--- src/hdl/co2fc_pkg.sv ---
// Shared types and constants for the CO2 frame checker and level indicator.
// No dependencies; imported by every module of the block.
package co2fc_pkg;

	localparam int FRAME_LEN = 9;
	localparam int IDX_W     = 4;
	localparam int CFG_IDX_W = 3;

	localparam logic [IDX_W-1:0] IDX_IDLE = IDX_W'(FRAME_LEN);
	localparam logic [IDX_W-1:0] POS_HIGH = 4'd2;
	localparam logic [IDX_W-1:0] POS_LOW  = 4'd3;
	localparam logic [IDX_W-1:0] POS_SUM  = 4'd8;

	localparam logic [2:0] EV_REQUEST = 3'd0;
	localparam logic [2:0] EV_BYTE    = 3'd1;
	localparam logic [2:0] EV_TICK    = 3'd2;
	localparam logic [2:0] EV_BUTTON  = 3'd3;
	localparam logic [2:0] EV_DISP_ON = 3'd4;
	localparam logic [2:0] EV_DISP_OFF = 3'd5;

	localparam logic [1:0] ST_NONE        = 2'd0;
	localparam logic [1:0] ST_VALID       = 2'd1;
	localparam logic [1:0] ST_CHECKSUM    = 2'd2;
	localparam logic [1:0] ST_IMPLAUSIBLE = 2'd3;

	localparam logic [CFG_IDX_W-1:0] REG_WARN     = 3'd0;
	localparam logic [CFG_IDX_W-1:0] REG_ALARM    = 3'd1;
	localparam logic [CFG_IDX_W-1:0] REG_PLAUS_MIN = 3'd2;
	localparam logic [CFG_IDX_W-1:0] REG_PLAUS_MAX = 3'd3;
	localparam logic [CFG_IDX_W-1:0] REG_DEBOUNCE = 3'd4;

	localparam logic [15:0] WARN_RST     = 16'd1000;
	localparam logic [15:0] ALARM_RST    = 16'd2000;
	localparam logic [15:0] PLAUS_MIN_RST = 16'd200;
	localparam logic [15:0] PLAUS_MAX_RST = 16'd10000;
	localparam logic [15:0] DEBOUNCE_RST = 16'd100;
	localparam logic [15:0] SINCE_MAX    = 16'hFFFF;

	typedef struct packed {
		logic        display_enabled;
		logic        lamp_red;
		logic        lamp_yellow;
		logic        lamp_green;
		logic [1:0]  frame_status;
		logic [15:0] ppm_value;
	} result_t;

endpackage

--- src/hdl/co2_frame_checker_level_indicator.sv ---
// Top level of the CO2 frame checker and level indicator.
// Depends on co2fc_pkg and co2fc_core; adds the output register and skid stage.
//
// Usage:
//   Slave stream: one event per transfer. s_tuser carries the event kind
//   (request, sensor byte, ms tick, button, display on, display off) and
//   s_tdata the received sensor byte.
//   Master stream: exactly one result per event: current reading, frame
//   status, the three level lamps and the display flag.
//   Configuration: cfg_valid/cfg_ready with cfg_index and cfg_data write
//   thresholds, plausible bounds and debounce time; cfg_ready is always high.
// Output: the result of an event is registered in the output register, or in the
//   skid register while the master side stalls. Throughput: one event per cycle
//   while the master side drains, set by the state update in the core on each transfer.
// Reset: frame idle until a request, reading zero, display on, registers at
//   their defaults, both output stages empty.
// Stall: with m_tready low one more event is taken into the skid stage, then
//   s_tready drops until the master side drains.
module co2_frame_checker_level_indicator
	import co2fc_pkg::*;
(
	input  logic                 clk,
	input  logic                 arst_n,
	input  logic                 s_tvalid,
	output logic                 s_tready,
	input  logic [7:0]           s_tdata,   // [7:0] rx_byte
	input  logic [2:0]           s_tuser,   // [2:0] req_type
	output logic                 m_tvalid,
	input  logic                 m_tready,
	output logic [23:0]          m_tdata,   // [15:0] ppm_value, [16] lamp_green,
	                                        // [17] lamp_yellow, [18] lamp_red,
	                                        // [19] display_enabled, [23:20] zero
	output logic [1:0]           m_tuser,   // [1:0] frame_status
	input  logic                 cfg_valid,
	output logic                 cfg_ready,
	input  logic [CFG_IDX_W-1:0] cfg_index,
	input  logic [15:0]          cfg_data
);

	result_t res, out_q, skid_q;
	logic    out_valid_q, skid_valid_q;
	logic    push, pop;

	assign s_tready  = ~skid_valid_q;
	assign cfg_ready = 1'b1;
	assign push      = s_tvalid & s_tready;
	assign pop       = out_valid_q & m_tready;

	co2fc_core u_core (
		.clk       (clk),
		.arst_n    (arst_n),
		.take      (push),
		.req_type  (s_tuser),
		.rx_byte   (s_tdata),
		.cfg_wr    (cfg_valid & cfg_ready),
		.cfg_index (cfg_index),
		.cfg_data  (cfg_data),
		.res       (res)
	);

	always_ff @(posedge clk or negedge arst_n) begin
		if (!arst_n) begin
			out_valid_q  <= 1'b0;
			skid_valid_q <= 1'b0;
		end else begin
			if (pop) begin
				if (skid_valid_q) begin
					skid_valid_q <= 1'b0;
				end else begin
					out_valid_q <= push;
				end
			end else if (push) begin
				if (out_valid_q)
					skid_valid_q <= 1'b1;
				else
					out_valid_q <= 1'b1;
			end
		end
	end

	always_ff @(posedge clk) begin
		if (pop && skid_valid_q) begin
			out_q <= skid_q;
		end else if (push && (pop || !out_valid_q)) begin
			out_q <= res;
		end else if (push) begin
			skid_q <= res;
		end
	end

	assign m_tvalid = out_valid_q;
	assign m_tdata  = {4'b0000, out_q.display_enabled, out_q.lamp_red,
	                   out_q.lamp_yellow, out_q.lamp_green, out_q.ppm_value};
	assign m_tuser  = out_q.frame_status;

endmodule

--- src/hdl/co2fc_core.sv ---
// Frame collection, checksum test, debounce and lamp logic with the register file.
// Depends on co2fc_pkg; state advances on each transfer taken by the top level.
module co2fc_core
	import co2fc_pkg::*;
(
	input  logic                 clk,
	input  logic                 arst_n,
	input  logic                 take,
	input  logic [2:0]           req_type,
	input  logic [7:0]           rx_byte,
	input  logic                 cfg_wr,
	input  logic [CFG_IDX_W-1:0] cfg_index,
	input  logic [15:0]          cfg_data,
	output result_t              res
);

	logic [15:0] warn_q, alarm_q, pmin_q, pmax_q, debounce_q;
	logic [IDX_W-1:0] byte_index_q, byte_index_d;
	logic [7:0]  sum_q, sum_d, high_q, high_d, low_q, low_d;
	logic [15:0] reading_q, reading_d, since_q, since_d;
	logic        show_q, show_d;
	logic [1:0]  status;
	logic [7:0]  expect_sum;
	logic [15:0] value;

	assign expect_sum = 8'(~sum_q + 8'd1);
	assign value      = {high_q, low_q};

	always_comb begin
		byte_index_d = byte_index_q;
		sum_d        = sum_q;
		high_d       = high_q;
		low_d        = low_q;
		reading_d    = reading_q;
		show_d       = show_q;
		since_d      = since_q;
		status       = ST_NONE;
		unique case (req_type)
			EV_REQUEST: begin
				byte_index_d = '0;
				sum_d        = '0;
			end
			EV_BYTE: begin
				if (byte_index_q < IDX_IDLE) begin
					if (byte_index_q >= 4'd1 && byte_index_q <= 4'd7)
						sum_d = 8'(sum_q + rx_byte);
					if (byte_index_q == POS_HIGH)
						high_d = rx_byte;
					if (byte_index_q == POS_LOW)
						low_d = rx_byte;
					if (byte_index_q == POS_SUM) begin
						if (rx_byte != expect_sum) begin
							status = ST_CHECKSUM;
						end else if (value < pmin_q || value > pmax_q) begin
							reading_d = '0;
							status    = ST_IMPLAUSIBLE;
						end else begin
							reading_d = value;
							status    = ST_VALID;
						end
					end
					byte_index_d = IDX_W'(byte_index_q + 4'd1);
				end
			end
			EV_TICK: begin
				if (since_q != SINCE_MAX)
					since_d = 16'(since_q + 16'd1);
			end
			EV_BUTTON: begin
				if (since_q >= debounce_q) begin
					show_d  = ~show_q;
					since_d = '0;
				end
			end
			EV_DISP_ON:  show_d = 1'b1;
			EV_DISP_OFF: show_d = 1'b0;
			default: ;
		endcase
	end

	always_comb begin
		res                 = '0;
		res.ppm_value       = reading_d;
		res.frame_status    = status;
		res.display_enabled = show_d;
		if (show_d && reading_d != 16'd0) begin
			priority if (reading_d < warn_q)
				res.lamp_green = 1'b1;
			else if (reading_d < alarm_q)
				res.lamp_yellow = 1'b1;
			else
				res.lamp_red = 1'b1;
		end
	end

	always_ff @(posedge clk or negedge arst_n) begin
		if (!arst_n) begin
			byte_index_q <= IDX_IDLE;
			sum_q        <= '0;
			high_q       <= '0;
			low_q        <= '0;
			reading_q    <= '0;
			show_q       <= 1'b1;
			since_q      <= '0;
		end else if (take) begin
			byte_index_q <= byte_index_d;
			sum_q        <= sum_d;
			high_q       <= high_d;
			low_q        <= low_d;
			reading_q    <= reading_d;
			show_q       <= show_d;
			since_q      <= since_d;
		end
	end

	always_ff @(posedge clk or negedge arst_n) begin
		if (!arst_n) begin
			warn_q     <= WARN_RST;
			alarm_q    <= ALARM_RST;
			pmin_q     <= PLAUS_MIN_RST;
			pmax_q     <= PLAUS_MAX_RST;
			debounce_q <= DEBOUNCE_RST;
		end else if (cfg_wr) begin
			unique case (cfg_index)
				REG_WARN:      warn_q     <= cfg_data;
				REG_ALARM:     alarm_q    <= cfg_data;
				REG_PLAUS_MIN: pmin_q     <= cfg_data;
				REG_PLAUS_MAX: pmax_q     <= cfg_data;
				REG_DEBOUNCE:  debounce_q <= cfg_data;
				default: ;
			endcase
		end
	end

endmodule

--- config.mk ---
export PLATFORM = sky130hd
export DESIGN_NAME = co2_frame_checker_level_indicator
export DESIGN_NICKNAME = d
export VERILOG_FILES = /design/src/hdl/co2fc_pkg.sv /design/src/hdl/co2_frame_checker_level_indicator.sv /design/src/hdl/co2fc_core.sv
export SDC_FILE = /design/constraint.sdc
export NUM_CORES = 1
export LEC_CHECK = 0
export BUFFER_PORTS_ARGS = -buffer_cell sky130_fd_sc_hd__buf_4
export CAP_MARGIN = 30
export CORE_ASPECT_RATIO = 1.2
export CORE_MARGIN = 5
export CORE_UTILIZATION = 66
export DETAILED_ROUTE_END_ITERATION = 8
export PLACE_DENSITY_LB_ADDON = 0.3
export RECOVER_POWER = 25
export SETUP_SLACK_MARGIN = 0.15
export SLEW_MARGIN = 20
export SYNTH_ARGS = -nofsm -noshare
export SYNTH_HDL_FRONTEND = slang
export SYNTH_SLANG_ARGS = --single-unit
--- constraint.sdc ---
create_clock -name clk -period 9.4 [get_ports clk]
set_input_delay 0.94 -clock clk [delete_from_list [all_inputs] [get_ports clk]]
set_output_delay 0.94 -clock clk [all_outputs]
set_load 0.02 [all_outputs]
==> flow_metrics.tcl <==
set metrics [dict create \
    status "finished, violations left" \
    violations "max-capacitance violations, max-slew violations" \
    syn_avg_cell_area_sq_um 10.06 \
    worst-path-buf-inv 1 \
    layout_setup_ws_ns 4.611 \
    dpl.hpwl_microns 18160 \
    post_drt_wl_per_cell_microns 19.23 \
    period_share_pct 50.95 \
    final-max-slew-violation-count 103 \
    ys_warn_count 0 \
    drt_iter0_drc 702 \
    rrSetupSlack_ns 4.61 \
    critPathRequiredTime_ns 9.66 \
    max_stage_delay_ns 0.51 \
    num_vias 7803 \
    syn_area_sq_mm 0.01012 \
    cts.path.max_buffers 2 \
    netlist.top_cell.by_area "dfrtp_1" \
    critPathMaxFanout 15 \
    clkSlewWorstSetupHoldPaths_ns 0.07 \
    drcViolationCount 0 \
    grt_use_total_pct 28.48 \
    die_y_microns 145.6 \
    rsz0062_at_grt "false" \
    grt_pass1_wl_microns 39590 \
    powerDensity_mw_per_mm2 233.0 \
    vias_per_cell 6.091 \
    cts_resized 0 \
    pin_count 64 \
    cts_tree "done" \
    worst_path_max_delay_cell "dfrtp_1" \
    peakVddDrop_uv 122.9 \
    cts-htree-levels 4 \
    slew_headroom_pct -114.8 \
    post-synth-top-count-cell "nand2_1" \
    rows 49 \
    grt_overflow 0 \
    setup.worst_path.end_class "flop" \
    synth_seq_area_share_pct 48.74 \
    post-route-util_pct 75.66 \
    antenna_cells 0 \
    fillCellCount 1034 \
    gp_congestion 0.9191 \
    p_leak_uw 0.005243 \
    setup_tns_ns 0 \
    maxCapViolCount 2 \
    fmaxAchievable_mhz 208.8 \
    synth_cells 1006 \
    port_buffers 58 \
    drive_gt1_share_pct 17.83 \
    hold_viol 0 \
    fin_crit_ns 4.789 \
    grt_pass1_vias 7621 \
    worst_slew_pin_slew_ns 3.222 \
    crit_path_start_kind "flop" \
    crit_chain "ha_1 > nand4_1 > nor4_1 > a21boi_0 > o31ai_4 > o211a_2 > a22oi_1 > inv_1 > ha_1 > o21ai_0 > o21ai_0 > a211oi_1 > o21bai_1 > and3b_1 > a31oi_4 > nand3_2 > o31ai_1" \
    cts_root_buf "clkbuf_16" \
    min_path_cells 1 \
    critPathKind "reg -> reg" \
    min_path_type "reg -> reg" \
    area.growth.synth_to_final_pct 12.30 \
    cp.arrival_ns 5.05 \
    ys_ff_latch 187 \
    ys_async_sr_fraction_pct 76.47 \
    die_w_microns 123.0 \
    worstRegToRegCells 17 \
    placedCellCount 1248 \
    ys_top_cells_by_count "nand2_1, dfrtp_1, inv_1, o21ai_0, ha_1" \
    cts.sinks 187 \
    antenna_found_initial 0 \
    timing.hold.ws_ns 0.5065 \
    critical_path_depth 17 \
    drtPass1Iterations 7 \
    setup_viol 0 \
    start_util_pct 67.37 \
    core_area_sq_mm 0.01502 \
    die-area_sq_mm 0.01792 \
    cts_made_buffers 17 \
    ant_nets 0 \
    yosys-top-cells-area "dfrtp_1, edfxtp_1, ha_1" \
    critical_path.top_delay_family "compound AO/OA/AOI/OAI gates" \
    drt-total-wl_microns 24630 \
    nets 1190 \
    pre_cts_slack_ns 4.461 \
    fin_skew_ns 0.007733 \
    synth_ff_type "dfrtp_1" \
    ys_types 71 \
    yosysTopAreaCellShare_pct 28.93 \
    synth-edff-count 44 \
    postCtsHoldBufs 0 \
    cts_setup_buffers 0 \
    insertion_delay_ns 0.44 \
    finalNonFillerCells 1281 \
    grt_start_max_net_pins 63 \
]
[worst paths after layout]
path	start	to
min in group asynchronous	arst_n	u_core.since_q[5]
max	u_core.high_q[7]	m_tdata[17]
min reg2reg	u_core.warn_q[0]	u_core.warn_q[0]
max in group asynchronous	arst_n	u_core.warn_q[5]
max reg2reg	u_core.high_q[7]	m_tdata[17]
min	u_core.warn_q[0]	u_core.warn_q[0]
[placed cells by master (no fill, tap or decap), types with 17 or more instances in the layout]
| cell | instances |
|---|---|
| a21oi_1 | 46 |
| o21ai_0 | 93 |
| clkbuf_16 | 17 |
| o21ai_1 | 18 |
| nand2_1 | 122 |
| dfrtp_1 | 117 |
| nand4_1 | 19 |
| nor2_1 | 54 |
| dfstp_2 | 26 |
| buf_4 | 60 |
| inv_1 | 96 |
| a21o_1 | 18 |
| xnor2_1 | 21 |
| edfxtp_1 | 44 |
| mux2_2 | 40 |
| ha_1 | 90 |
[where the power goes]
group,leakage [uW],internal [uW],switching [uW]
Combinational,0.00276,320,461
Clock,0.000277,377,324
Sequential,0.00221,1030,133
[layout make-up]
cell class / count / area [sq um] / area share [%]
Multi-Input combinational cell: 680 / 4657 / 40.98
Tap cell: 204 / 255.2 / 2.246
Timing Repair Buffer: 71 / 546.8 / 4.811
Sequential cell: 187 / 4932 / 43.40
Clock buffer: 18 / 439.2 / 3.864
Clock inverter: 14 / 132.6 / 1.167
Inverter: 107 / 401.6 / 3.534
[cells by family after synthesis]
| group | share of synthesized area, % |
|---|---|
| and+or+nand+nor | 13.02 |
| AOI/OAI and AO/OA | 14.71 |
| DFF | 48.74 |
| buffers and inverters | 5.514 |
| adders and majority gates | 11.33 |
| muxes | 4.451 |
| xor gates and xnor gates | 2.164 |
| other | 0.07421 |
[through the flow]
step / total power [uW] / area (sq um)
floorplan: 1661 / 10130
global placement: 1898 / 10750
detailed placement: 1947 / 10810
CTS: 2650 / 11380
global route: 2786 / 11360
finish: 2648 / 11360
[per-layer routing]
layer | global-route usage (%) | share of wire [%] | vias up | routed length [microns]
met3 | 4.821 | 7.0 | 70 | 1726
met1 | 38.16 | 40 | 3790 | 9909
met5 | 0 | 0 | - | 0
met4 | 11.36 | 3.4 | 0 | 828
met2 | 46.18 | 49 | 299 | 12170
li1 | - | - | 3644 | -
[sequential cells by signal (all words and copies together) (netlist names), 4 cells and up]
name	flops
u_core.high_q	8
u_core.low_q	8
u_core.debounce_q	16
skid_q	22
u_core.pmax_q	16
m_tdata	20
u_core.byte_index_q	4
u_core.reading_q	16
u_core.alarm_q	16
u_core.warn_q	16
u_core.sum_q	8
u_core.pmin_q	16
u_core.since_q	16
Power figures use the tool's default switching activity.
